## config.mk

```make
export PLATFORM = sky130hd
export DESIGN_NAME = xml_text_escape_utf8_charref
export DESIGN_NICKNAME = d
export VERILOG_FILES = /design/src/rtl/core/xtec_pkg.sv /design/src/rtl/core/xtec_front.sv /design/src/rtl/core/xtec_emit.sv /design/src/rtl/core/xml_text_escape_utf8_charref.sv
export SDC_FILE = /design/constraint.sdc
export NUM_CORES = 1
export LEC_CHECK = 0
export ABC_AREA = 0
export ABC_CLOCK_PERIOD_IN_PS = 9400
export BUFFER_PORTS_ARGS = -buffer_cell sky130_fd_sc_hd__buf_2
export CORE_MARGIN = 2
export CORE_UTILIZATION = 45
export CTS_BUF_LIST = sky130_fd_sc_hd__clkbuf_4 sky130_fd_sc_hd__clkbuf_8 sky130_fd_sc_hd__clkbuf_16
export DETAILED_ROUTE_END_ITERATION = 7
export GPL_TIMING_DRIVEN = 0
export PLACE_DENSITY = 0.62
export SYNTH_ARGS = -nofsm -noshare
export SYNTH_HDL_FRONTEND = slang
export SYNTH_SLANG_ARGS = --single-unit
```

## constraint.sdc

```tcl
create_clock -name clk_i -period 9.4 [get_ports clk_i]
set_clock_uncertainty 0.05 [all_clocks]
set_input_delay 1.88 -clock clk_i [delete_from_list [all_inputs] [get_ports clk_i]]
set_output_delay 1.88 -clock clk_i [all_outputs]
set_load 0.005 [all_outputs]
```

## src/rtl/core/xtec_pkg.sv

```systemverilog
// Shared types and constants for the XML text escaper.
// Token and job structures, entity spelling and decimal conversion helpers.
// No dependencies.
package xtec_pkg;

  typedef enum logic [2:0] {
    TK_CHAR,
    TK_LT,
    TK_GT,
    TK_AMP,
    TK_QUOT,
    TK_REF
  } tok_kind_e;

  typedef struct packed {
    tok_kind_e   kind;
    logic [20:0] val;
  } tok_t;

  localparam int unsigned MaxTok = 4;

  typedef struct packed {
    tok_t [MaxTok-1:0] tok;
    logic [2:0]        cnt;
  } job_t;

  // reference phases
  localparam logic [2:0] PosAmp  = 3'd0;
  localparam logic [2:0] PosHash = 3'd1;
  localparam logic [2:0] PosDig  = 3'd2;
  localparam logic [2:0] PosSemi = 3'd3;

  localparam logic [7:0] ChAmp  = 8'h26;
  localparam logic [7:0] ChHash = 8'h23;
  localparam logic [7:0] ChSemi = 8'h3B;
  localparam logic [7:0] ChZero = 8'h30;

  function automatic logic [2:0] ent_len(input tok_kind_e kind);
    case (kind)
      TK_LT:   return 3'd4;
      TK_GT:   return 3'd4;
      TK_AMP:  return 3'd5;
      TK_QUOT: return 3'd6;
      default: return 3'd1;
    endcase
  endfunction

  function automatic logic [7:0] ent_byte(input tok_kind_e kind, input logic [2:0] pos);
    logic [7:0] c;
    c = ChSemi;
    if (pos == 3'd0) begin
      c = ChAmp;
    end else begin
      case (kind)
        TK_LT: begin
          case (pos)
            3'd1:    c = "l";
            3'd2:    c = "t";
            default: c = ChSemi;
          endcase
        end
        TK_GT: begin
          case (pos)
            3'd1:    c = "g";
            3'd2:    c = "t";
            default: c = ChSemi;
          endcase
        end
        TK_AMP: begin
          case (pos)
            3'd1:    c = "a";
            3'd2:    c = "m";
            3'd3:    c = "p";
            default: c = ChSemi;
          endcase
        end
        TK_QUOT: begin
          case (pos)
            3'd1:    c = "q";
            3'd2:    c = "u";
            3'd3:    c = "o";
            3'd4:    c = "t";
            default: c = ChSemi;
          endcase
        end
        default: c = ChSemi;
      endcase
    end
    return c;
  endfunction

  function automatic logic [23:0] pow10(input logic [2:0] k);
    case (k)
      3'd0:    return 24'd1;
      3'd1:    return 24'd10;
      3'd2:    return 24'd100;
      3'd3:    return 24'd1000;
      3'd4:    return 24'd10000;
      3'd5:    return 24'd100000;
      3'd6:    return 24'd1000000;
      default: return 24'd10000000;
    endcase
  endfunction

  // index of the leading decimal digit
  function automatic logic [2:0] ndig(input logic [20:0] v);
    logic [2:0] n;
    n = '0;
    for (int i = 1; i < 7; i++) begin
      if ({3'b0, v} >= pow10(3'(i))) n = n + 3'd1;
    end
    return n;
  endfunction

endpackage

```

## src/rtl/core/xtec_front.sv

```systemverilog
// Input stage of the XML text escaper: classifies each byte, runs UTF-8 decoding
// and builds a job of up to four tokens. Depends on xtec_pkg.
module xtec_front import xtec_pkg::*; (
  input  logic       clk_i,
  input  logic       rst_ni,
  input  logic       html_i,
  input  logic       utf8_i,
  input  logic [7:0] byte_i,
  input  logic       take_i,
  output job_t       job_o,
  output logic       has_job_o
);

  logic [7:0]  held_q [MaxTok];
  logic [2:0]  cnt_q, cnt_d;
  logic [1:0]  rem_q, rem_d;
  logic [20:0] acc_q, acc_d;

  logic        held_we;
  logic [1:0]  held_wi;

  logic        fr_has, fr_start;
  tok_t        fr_tok;
  logic [1:0]  fr_rem;
  logic [20:0] fr_acc;

  logic        prefix, tail_has;
  tok_t        tail_tok;
  logic [2:0]  base;
  logic [20:0] acc_n;
  logic [1:0]  rem_n;

  function automatic logic char_ok(input logic [20:0] v);
    return (v == 21'h09) || (v == 21'h0A) || (v == 21'h0D) ||
           ((v >= 21'h20) && (v != 21'h0FFFE) && (v != 21'h0FFFF));
  endfunction

  // single byte outside any sequence
  always_comb begin
    fr_has      = 1'b1;
    fr_start    = 1'b0;
    fr_tok.kind = TK_CHAR;
    fr_tok.val  = {13'b0, byte_i};
    fr_rem      = '0;
    fr_acc      = '0;
    if (byte_i == 8'h3C) begin
      fr_tok.kind = TK_LT;
    end else if (byte_i == 8'h3E) begin
      fr_tok.kind = TK_GT;
    end else if (byte_i == 8'h26) begin
      fr_tok.kind = TK_AMP;
    end else if (byte_i == 8'h22) begin
      fr_tok.kind = TK_QUOT;
    end else if ((byte_i >= 8'h20 && byte_i < 8'h80) ||
                 (byte_i inside {8'h09, 8'h0A, 8'h0D})) begin
      fr_tok.kind = TK_CHAR;
    end else if (byte_i < 8'h80) begin
      fr_has = 1'b0;
    end else if (html_i || !utf8_i || byte_i < 8'hC0 || byte_i >= 8'hF8) begin
      fr_tok.kind = TK_REF;
    end else begin
      fr_has   = 1'b0;
      fr_start = 1'b1;
      if (byte_i < 8'hE0) begin
        fr_rem = 2'd1;
        fr_acc = {16'b0, byte_i[4:0]};
      end else if (byte_i < 8'hF0) begin
        fr_rem = 2'd2;
        fr_acc = {17'b0, byte_i[3:0]};
      end else begin
        fr_rem = 2'd3;
        fr_acc = {18'b0, byte_i[2:0]};
      end
    end
  end

  assign acc_n = {acc_q[14:0], byte_i[5:0]};
  assign rem_n = rem_q - 2'd1;

  always_comb begin
    prefix   = 1'b0;
    tail_has = 1'b0;
    tail_tok = fr_tok;
    held_we  = 1'b0;
    held_wi  = '0;
    cnt_d    = cnt_q;
    rem_d    = rem_q;
    acc_d    = acc_q;
    if (byte_i == 8'h00) begin
      tail_has      = 1'b1;
      tail_tok.kind = TK_CHAR;
      tail_tok.val  = '0;
      cnt_d = '0;
      rem_d = '0;
      acc_d = '0;
    end else if (rem_q != 2'd0 && byte_i[7:6] == 2'b10) begin
      held_we = 1'b1;
      held_wi = cnt_q[1:0];
      cnt_d   = cnt_q + 3'd1;
      acc_d   = acc_n;
      rem_d   = rem_n;
      if (rem_n == 2'd0) begin
        cnt_d    = '0;
        acc_d    = '0;
        tail_has = 1'b1;
        if (char_ok(acc_n)) begin
          tail_tok.kind = TK_REF;
          tail_tok.val  = acc_n;
        end else begin
          prefix        = 1'b1;
          tail_tok.kind = TK_REF;
          tail_tok.val  = {13'b0, byte_i};
        end
      end
    end else begin
      prefix   = (rem_q != 2'd0);
      tail_has = fr_has;
      cnt_d    = '0;
      rem_d    = '0;
      acc_d    = '0;
      if (fr_start) begin
        held_we = 1'b1;
        held_wi = '0;
        cnt_d   = 3'd1;
        rem_d   = fr_rem;
        acc_d   = fr_acc;
      end
    end
  end

  assign base = prefix ? cnt_q : 3'd0;

  always_comb begin
    for (int i = 0; i < MaxTok; i++) begin
      job_o.tok[i].kind = TK_REF;
      job_o.tok[i].val  = '0;
      if (prefix && 3'(i) < cnt_q) begin
        job_o.tok[i].val = {13'b0, held_q[i]};
      end else if (3'(i) == base) begin
        job_o.tok[i] = tail_tok;
      end
    end
    job_o.cnt = base + {2'b0, tail_has};
  end

  assign has_job_o = (job_o.cnt != 3'd0);

  always_ff @(posedge clk_i) begin
    if (take_i && held_we) begin
      held_q[held_wi] <= byte_i;
    end
  end

  always_ff @(posedge clk_i or negedge rst_ni) begin
    if (!rst_ni) begin
      cnt_q <= '0;
      rem_q <= '0;
      acc_q <= '0;
    end else if (take_i) begin
      cnt_q <= cnt_d;
      rem_q <= rem_d;
      acc_q <= acc_d;
    end
  end

  property p_pending_fits;
    @(posedge clk_i) disable iff (!rst_ni)
      (rem_q != 2'd0) |-> (cnt_q != 3'd0 && ({1'b0, cnt_q} + {2'b0, rem_q}) <= 4'd4);
  endproperty
  a_pending_fits: assert property (p_pending_fits) else $error("pending sequence overflow");

  property p_idle_clear;
    @(posedge clk_i) disable iff (!rst_ni)
      (rem_q == 2'd0) |-> (cnt_q == 3'd0 && acc_q == 21'd0);
  endproperty
  a_idle_clear: assert property (p_idle_clear) else $error("stale decode state");

  property p_nul_single;
    @(posedge clk_i) disable iff (!rst_ni)
      (take_i && byte_i == 8'h00) |=> (rem_q == 2'd0);
  endproperty
  a_nul_single: assert property (p_nul_single) else $error("sequence survives terminator");

endmodule

```

## src/rtl/core/xtec_emit.sv

```systemverilog
// XML text escaper output stage: walks job tokens one byte per cycle unless stalled,
// spells entities and decimal references, and holds the output register. Uses xtec_pkg.
module xtec_emit import xtec_pkg::*; (
  input  logic       clk_i,
  input  logic       rst_ni,
  input  job_t       job_i,
  input  logic       load_i,
  output logic       take_ok_o,
  output logic       out_valid_o,
  output logic [7:0] out_byte_o,
  output logic       out_last_o,
  input  logic       out_ready_i
);

  job_t        job_q;
  logic        job_valid_q;
  logic [1:0]  tok_q;
  logic [2:0]  pos_q;
  logic [20:0] r_q;
  logic [2:0]  k_q;
  logic        out_valid_q;
  logic [7:0]  out_byte_q;
  logic        out_last_q;

  tok_t        cur;
  logic [7:0]  cur_byte;
  logic        tok_end, job_end, out_load, step, done_now;
  logic [23:0] p, prod, sub;
  logic [3:0]  dig;

  assign cur = job_q.tok[tok_q];
  assign p   = pow10(k_q);

  always_comb begin
    dig  = '0;
    sub  = '0;
    prod = '0;
    for (int d = 1; d < 10; d++) begin
      prod = 24'(d) * p;
      if ({3'b0, r_q} >= prod) begin
        dig = 4'(d);
        sub = prod;
      end
    end
  end

  always_comb begin
    cur_byte = cur.val[7:0];
    tok_end  = 1'b1;
    case (cur.kind)
      TK_CHAR: begin
        cur_byte = cur.val[7:0];
        tok_end  = 1'b1;
      end
      TK_LT, TK_GT, TK_AMP, TK_QUOT: begin
        cur_byte = ent_byte(cur.kind, pos_q);
        tok_end  = (pos_q == ent_len(cur.kind) - 3'd1);
      end
      TK_REF: begin
        case (pos_q)
          PosAmp: begin
            cur_byte = ChAmp;
            tok_end  = 1'b0;
          end
          PosHash: begin
            cur_byte = ChHash;
            tok_end  = 1'b0;
          end
          PosDig: begin
            cur_byte = ChZero + {4'b0, dig};
            tok_end  = 1'b0;
          end
          default: begin
            cur_byte = ChSemi;
            tok_end  = 1'b1;
          end
        endcase
      end
      default: begin
        cur_byte = cur.val[7:0];
        tok_end  = 1'b1;
      end
    endcase
  end

  assign job_end  = tok_end && ({1'b0, tok_q} == job_q.cnt - 3'd1);
  assign out_load = !out_valid_q || out_ready_i;
  assign step     = job_valid_q && out_load;
  assign done_now = step && job_end;

  assign take_ok_o = !job_valid_q || done_now;

  always_ff @(posedge clk_i) begin
    if (load_i) begin
      job_q <= job_i;
    end
    if (step) begin
      out_byte_q <= cur_byte;
      out_last_q <= job_end;
    end
  end

  always_ff @(posedge clk_i or negedge rst_ni) begin
    if (!rst_ni) begin
      job_valid_q <= 1'b0;
      out_valid_q <= 1'b0;
      tok_q       <= '0;
      pos_q       <= '0;
      r_q         <= '0;
      k_q         <= '0;
    end else begin
      if (step) begin
        out_valid_q <= 1'b1;
      end else if (out_ready_i) begin
        out_valid_q <= 1'b0;
      end

      if (load_i) begin
        job_valid_q <= 1'b1;
        tok_q       <= '0;
        pos_q       <= '0;
      end else if (done_now) begin
        job_valid_q <= 1'b0;
      end else if (step) begin
        if (tok_end) begin
          tok_q <= tok_q + 2'd1;
          pos_q <= '0;
        end else if (cur.kind == TK_REF) begin
          case (pos_q)
            PosAmp: pos_q <= PosHash;
            PosHash: begin
              pos_q <= PosDig;
              r_q   <= cur.val;
              k_q   <= ndig(cur.val);
            end
            PosDig: begin
              r_q <= r_q - sub[20:0];
              if (k_q == 3'd0) begin
                pos_q <= PosSemi;
              end else begin
                k_q <= k_q - 3'd1;
              end
            end
            default: pos_q <= PosSemi;
          endcase
        end else begin
          pos_q <= pos_q + 3'd1;
        end
      end
    end
  end

  assign out_valid_o = out_valid_q;
  assign out_byte_o  = out_byte_q;
  assign out_last_o  = out_last_q;

  property p_tok_in_job;
    @(posedge clk_i) disable iff (!rst_ni)
      job_valid_q |-> ({1'b0, tok_q} < job_q.cnt);
  endproperty
  a_tok_in_job: assert property (p_tok_in_job) else $error("token index past job");

  property p_digit_range;
    @(posedge clk_i) disable iff (!rst_ni)
      (job_valid_q && cur.kind == TK_REF && pos_q == PosDig) |->
        ({3'b0, r_q} < pow10(k_q + 3'd1));
  endproperty
  a_digit_range: assert property (p_digit_range) else $error("digit remainder too large");

  property p_ent_pos;
    @(posedge clk_i) disable iff (!rst_ni)
      (job_valid_q && (cur.kind == TK_LT || cur.kind == TK_GT ||
                       cur.kind == TK_AMP || cur.kind == TK_QUOT)) |->
        (pos_q < ent_len(cur.kind));
  endproperty
  a_ent_pos: assert property (p_ent_pos) else $error("entity position past end");

endmodule

```

## src/rtl/core/xml_text_escape_utf8_charref.sv

```systemverilog
// Top level of the XML text escaper with UTF-8 numeric character references.
// Holds the APB registers and joins xtec_front and xtec_emit. Uses xtec_pkg.
//
// Usage:
//   Text bytes enter on the s_axis channel, one byte per transaction; a zero
//   byte ends the string. Escaped text leaves on m_axis, one byte per
//   transaction, with tlast on the final byte caused by each input byte.
//   Bytes causing no output (control bytes, bytes inside a UTF-8 sequence)
//   are taken and produce no transaction.
//   An input byte's job passes the job register, then the output register.
//   The output stage emits one byte per cycle while m_axis does not stall:
//   a copied byte yields one byte, an entity four to six, a reference of
//   D digits D+3. The next input byte is taken in the cycle the current
//   job's last byte moves into the output register, so plain text runs at
//   one byte per cycle without stalls. When m_axis stalls, the output
//   register holds and s_axis_tready falls once the job register is occupied.
//   Reset clears the registers (html_mode, utf8_input both 0), any pending
//   sequence and both pipeline stages. Registers: html_mode at 0x0,
//   utf8_input at 0x4; write only while idle.
module xml_text_escape_utf8_charref import xtec_pkg::*; (
  input  logic        clk_i,
  input  logic        rst_ni,
  input  logic        s_axis_tvalid,
  output logic        s_axis_tready,
  input  logic [7:0]  s_axis_tdata,   // [7:0] in_byte
  output logic        m_axis_tvalid,
  input  logic        m_axis_tready,
  output logic [7:0]  m_axis_tdata,   // [7:0] out_byte
  output logic        m_axis_tlast,
  input  logic        psel,
  input  logic        penable,
  input  logic        pwrite,
  input  logic [2:0]  paddr,
  input  logic [31:0] pwdata,
  output logic [31:0] prdata,
  output logic        pready
);

  logic html_q, utf8_q;
  logic take, take_ok, has_job;
  job_t job;

  assign pready = 1'b1;
  assign prdata = {31'b0, paddr[2] ? utf8_q : html_q};

  always_ff @(posedge clk_i or negedge rst_ni) begin
    if (!rst_ni) begin
      html_q <= 1'b0;
      utf8_q <= 1'b0;
    end else if (psel && penable && pwrite) begin
      if (paddr[2]) begin
        utf8_q <= pwdata[0];
      end else begin
        html_q <= pwdata[0];
      end
    end
  end

  assign s_axis_tready = take_ok;
  assign take          = s_axis_tvalid && take_ok;

  xtec_front u_front (
    .clk_i     (clk_i),
    .rst_ni    (rst_ni),
    .html_i    (html_q),
    .utf8_i    (utf8_q),
    .byte_i    (s_axis_tdata),
    .take_i    (take),
    .job_o     (job),
    .has_job_o (has_job)
  );

  xtec_emit u_emit (
    .clk_i       (clk_i),
    .rst_ni      (rst_ni),
    .job_i       (job),
    .load_i      (take && has_job),
    .take_ok_o   (take_ok),
    .out_valid_o (m_axis_tvalid),
    .out_byte_o  (m_axis_tdata),
    .out_last_o  (m_axis_tlast),
    .out_ready_i (m_axis_tready)
  );

endmodule

```

Yosys cells after proc, flatten, opt, wreduce, memory -nomap -nowiden
Memories as Yosys holds them, arrays and structs flattened.
Cells that the tools add are included.
- register bits: 161
- bits in latches: 0
- memory bits (writable): 32
- bits in read-only memories: 0
- input port bits: 50
- output and inout bits: 44
- word-level logic and storage cells: 373
- memories kept: 1
- $add $sub $neg: 15
- multipliers: 5
- divide/modulo/power cells: 0
- magnitude comparators: 27
- equal/unequal tests: 36
- shift operators: 0
- multiplexer cells: 201
- bitwise logic cells: 8
- reductions and logical operators: 54
- memories (name ; depth ; width ; read ports ; clocked after memory_dff ; wr ports ; line ; RTL):
    u_front.held_q ; 4 ; 8 ; 4 ; 0 ; 1 ; xtec_front.sv:14 ; logic [7:0] held_q [MaxTok];
- operators with widths (operator ; number):
    $mux W24 ; 40
    $ge A21 B24 Y1 ; 15
    $mux W21 ; 10
    $mux W3 ; 58
    $pmux W24 S7 ; 1
    $mux W15 ; 11
    $mux W8 ; 9
    $eq A21 B4 Y1 const B ; 3
    $bmux W24 S2 ; 1
    $mul A3 B24 Y24 const A ; 2
    $ne A21 B16 Y1 const B ; 2
    $pmux W21 S2 ; 1
    $mux W2 ; 19
    $mux W1 ; 36
    $eq A8 B6 Y1 const B ; 4
    $lt A8 B8 Y1 const B ; 4
    $pmux W8 S4 ; 1
    $pmux W7 S2 ; 2
    $pmux W7 S4 ; 1
    $eq A8 B4 Y1 const B ; 3
    $mul A2 B24 Y23 const A ; 1
    $mul A2 B24 Y24 const A ; 1
    $mul A4 B24 Y24 const A ; 1
    $pmux W8 S3 ; 1
    other kinds (47) ; 119

Longest topological paths before layout
- depth in word-level cells: 60
- depth in mapped cells: 45

By module
A second synthesis with hierarchy kept.
- cell total of the unflattened synthesis: 2145
- area, all modules: 19630.1 µm²
- modules (own cells, without submodules) (module ; instances ; cells an instance ; area an instance (µm²)):
    xtec_emit ; 1 ; 1738 ; 15936.5
    xtec_front ; 1 ; 364 ; 3334.4
    xml_text_escape_utf8_charref ; 1 ; 43 ; 359.1

Worst setup path after synthesis
OpenSTA, ideal clock, no wires.
- kind: register to register
- start: reg u_emit.k_q[0]
- end: reg u_emit.r_q[20]
- data arrival time: 8.978 ns
- slack: 0.303 ns
- cell stages (with the launch flop): 38
- path buffers: 2
- period minus slack after synthesis: 9.097 ns
- path through: dfrtp_1 > inv_1 > ha_1 > buf_2 > nand2_1 > inv_1 > nor2_1 > inv_1 > ha_1 > ha_1 > nor2b_1 > o31a_1 > o2111ai_1 > nand2_1 > a41oi_1 > o21ai_0 > xnor2_1 > ha_1 > [2 not listed] > or4b_1 > o221ai_1 > o21ai_0 > nor2b_1 > clkbuf_1 > a311oi_1 > o31a_1 > ha_1 > nor2b_1 > o31a_1 > o2111ai_1 > a211oi_1 > o31ai_1 > nor2_1 > a2111oi_0 > xor2_1 > or4_1 > nand3_1
- cells in the longest elaborated chain, start to end: 14
- elaborated cells between the ends (all ways): 33
- classes of those cells: 1 x add/sub; 5 x mul; 9 x order compare; 6 x eq/ne; 11 x mux; 1 x reduce/logical
- RTL lines (what ; line ; RTL):
    from (decl) ; xtec_emit.sv:20 ; logic [2:0] k_q;
    from (signal assigned) ; xtec_emit.sv:134 ; k_q <= ndig(cur.val);
    from (signal assigned) ; xtec_emit.sv:141 ; k_q <= k_q - 3'd1;
    $eq A3 B3 Y1 (tied with other cells) ; xtec_pkg.sv:93 ; case (k)
    $pmux W24 S7 (*) ; xtec_pkg.sv:93 ;
    parallel branches: the longest is 9 deep, another holds $mul A2 B24 Y24 ; - ;
    $mux W21 (*) ; xtec_emit.sv:40 ; if ({3'b0, r_q} >= prod) begin
    $sub A21 B21 Y21 (*) ; xtec_emit.sv:137 ; r_q <= r_q - sub[20:0];
    $pmux W21 S2 (*) ; xtec_emit.sv:129 ; case (pos_q)
    to (signal assigned) ; xtec_emit.sv:133 ; r_q <= cur.val;
    to (signal assigned) ; xtec_emit.sv:137 ;
    to (decl) ; xtec_emit.sv:19 ; logic [20:0] r_q;
Every way passes the cells marked *.
A chain may end at the register's enable or synchronous reset.

Final worst setup path
- start: reg u_emit.k_q[1]
- end: reg u_emit.r_q[20]
Same word-level chain as after synthesis.

==> results.tsv <==
metric	value	unit
cell with the most instances after synthesis	ha_1	
port bufs	28	
R2R Setup Slk	0.20	ns
clock edge transition at the registers on the reported setup and hold paths	0.07	ns
Setup crit end kind	register	
GR Util All Layers	0.298	
GPL Wtd Cong	0.999	
Critical Path End	u_emit.r_q[20]	
reg2reg end	u_emit.r_q[20]	
Slowest cell on crit path	maj3_1	
TritonCTS Sinks	193	
RR Startpoint	u_emit.k_q[1]	
fin nets	2561	
hold_buf cts	0	
Ports	94	
Die X	208	um
Synth top cells by count	ha_1 (269), nand2_1 (192), nor2_1 (152)	
Yosys top cell by area	edfxtp_1	
first-pass detailed-route iteration total	5	
Post-DP HPWL	51.5	mm
WHS	0.434	ns
Die H	208	um
ANT cells	0	
htree depth	4	
P&R area growth vs syn	16.0	%
CP startpoint kind	register	
Mapped Cells	2050	
clock latency on the worst-skew pair	0.44	ns
clock tree buffer depth	2	
Hold Fails Final Rpt	0	
DRT Wirelength	65.3	mm
Worst Tran Pin Value	1.36	ns
Async SR Flop Fraction	0.275	
post-detailed-route wirelength per cell	23.5	um
antenna viol nets, final	0	
Root Buffer	clkbuf_16	
Residual DRC	0	
Critical Path Source	u_emit.k_q[1]	
dominant synthesized flop cell	edfxtp_1	
worst min path class	reg -> reg	
maxcap violations	0	
status	complete, no violations	
largest net degree at the start of global routing	54	
Die ar.	43200	um^2
period utilization	0.979	
Synth cell types	107	
maximum fanout along the worst path	10	
first-pass GRT wire length	98.6	mm
initial antenna violation count	0	
Reg2Reg Depth	36	
syn avg cell area	9.12	um^2
Yosys top cell area share	0.225	
Synth Register Bits	193	
Worst EP arrival	9.53	ns
CP peak stage delay	0.55	ns
EDFF count, synth	140	
Overflow after GRT	0	
Final Setup Violations	0	
worst slew margin relative to its limit	0.0907	
fill cell count	3827	
CTS Buf Count	17	
Starting Density	0.457	
Mapped Area	18700	um^2
vias in the first global route	16600	
layout cell share with drive strength beyond 1	0.162	
via/cell ratio	6.11	
vias	16900	
Std-Cell Rows	74	
Crit path required time	9.73	ns
CTS tree	done	
Period minus WS final	9.20	ns
synth top area cells	edfxtp_1 (22%), ha_1 (18%), dfrtp_1 (7.1%)	
CP most frequent cell	ha_1	
Core ar.	40900	um^2
Seq/Total Area, Yosys	0.296	
Final Slew Violations	0	
drt initial violations	1323	
Fmax	109	MHz
WS Path Type	reg -> reg	
Warnings, synthesis	0	
## cell families (layout without fill, tap and decap cells)
logic type      after synthesis  after routing  share of synthesized area
flops                       193            193                      0.296
other cells                   2             74                   0.000402
fa+ha+maj                   282            282                      0.193
mux                          48             48                     0.0434
xor+xnor                     75             75                     0.0355
buf+inv                     206            327                     0.0507
simple gates                654            654                      0.172
compound gates              590            590                      0.209
## state kept, by name, indices dropped and copies added, names as in the netlist
| name | count |
|---|---|
| u_front.held_q | 32 |
| u_emit.k_q | 3 |
| u_emit.r_q | 21 |
| u_emit.out_byte_o | 8 |
| u_emit.job_q | 99 |
| u_front.cnt_q | 3 |
| u_front.rem_q | 2 |
| u_emit.job_valid_q | 1 |
| u_front.acc_q | 15 |
| u_emit.out_last_o | 1 |
| u_emit.pos_q | 3 |
| html_q | 1 |
| u_emit.tok_q | 2 |
| utf8_q | 1 |
| u_emit.out_valid_o | 1 |
## metrics by stage
stage          instances  setup TNS, ns  utilization  setup WS (ns)  instance area, um^2
2_1_floorplan       2122              0            -          0.303                19000
3_3_place_gp        2682         -54.04        0.483          -3.74                19800
3_5_place_dp        2685         -58.24        0.485          -3.92                19800
4_1_cts             2743              0        0.517        0.00617                21200
5_1_grt             2775        -0.0354        0.530        -0.0354                21700
6_report            2775              0        0.530          0.198                21700
## layout make-up
class | count | area, um^2 | area share
Clock buffer | 17 | 425 | 0.0196
Clock inverter | 15 | 196 | 0.00906
Inverter | 99 | 407 | 0.0187
Multi-Input combinational cell | 1723 | 13100 | 0.604
Sequential cell | 193 | 5530 | 0.255
Buffer | 103 | 691 | 0.0318
Timing Repair Buffer | 93 | 672 | 0.0310
Tap cell | 532 | 666 | 0.0307
## per-layer routing
layer	share of wire	wire [um]	up-vias	track usage
met5	0	0	-	0
met4	0.062	4030	0	0.169
met3	0.046	3020	184	0.0342
met2	0.50	32900	576	0.534
met1	0.39	25400	8201	0.345
li1	-	-	7986	-
## cells in the final DEF (no fill, tap or decap), types with 11 or more instances in the layout
| cell type | count |
|---|---|
| ha_1 | 259 |
| nand2_1 | 183 |
| nor2_1 | 146 |
| edfxtp_1 | 140 |
| o21ai_0 | 138 |
| a21oi_1 | 121 |
| buf_4 | 96 |
| inv_1 | 86 |
| conb_1 | 74 |
| dfrtp_1 | 51 |
| nor3_1 | 47 |
| nand3_1 | 47 |
| xnor2_1 | 41 |
| buf_2 | 39 |
| a21o_1 | 37 |
| clkbuf_1 | 35 |
| a211oi_1 | 31 |
| nand2b_1 | 29 |
| a31oi_1 | 28 |
| xor2_1 | 28 |
| and3_1 | 26 |
| nor2b_1 | 25 |
| and2_1 | 24 |
| nand4_1 | 24 |
| mux4_2 | 24 |
| o21a_1 | 23 |
| clkbuf_16 | 19 |
| o21ai_1 | 16 |
| or3_1 | 16 |
| o211ai_1 | 16 |
| a22o_1 | 15 |
| mux2_2 | 12 |
| o221ai_1 | 11 |
| o22ai_1 | 11 |
## worst min path at each step
stage                             endpoint  depth (start not counted)  slack (ns)        startpoint
after floorplan           u_front.rem_q[1]                          2        0.40  u_front.rem_q[1]
after global placement    u_front.rem_q[1]                          2        0.42  u_front.rem_q[1]
after detailed placement  u_front.rem_q[1]                          2        0.42  u_front.rem_q[1]
after CTS                 u_front.rem_q[1]                          2        0.44  u_front.rem_q[1]
after global routing      u_front.rem_q[1]                          2        0.46  u_front.rem_q[1]
final                     u_front.rem_q[1]                          2        0.43  u_front.rem_q[1]
## critical path: cells and delay by family (launching register included)
family | cells | cell delay, ns
xor+xnor | 2 | 0.54
fa+ha+maj | 5 | 1.79
flops | 1 | 0.43
compound gates | 14 | 3.72
simple gates | 9 | 1.38
buf+inv | 6 | 1.22
## timing repair
action | in CTS | in global routing
setup endpoints to repair | 24 | 12
pin swaps | 19 | 33
gates cloned | 0 | 1
setup buffers | 29 | 32
gates resized for setup | 121 | 64
Power is left out: the tool's default activity adds up to more than one toggle a clock period on the data nets, which glitch-free logic cannot reach.
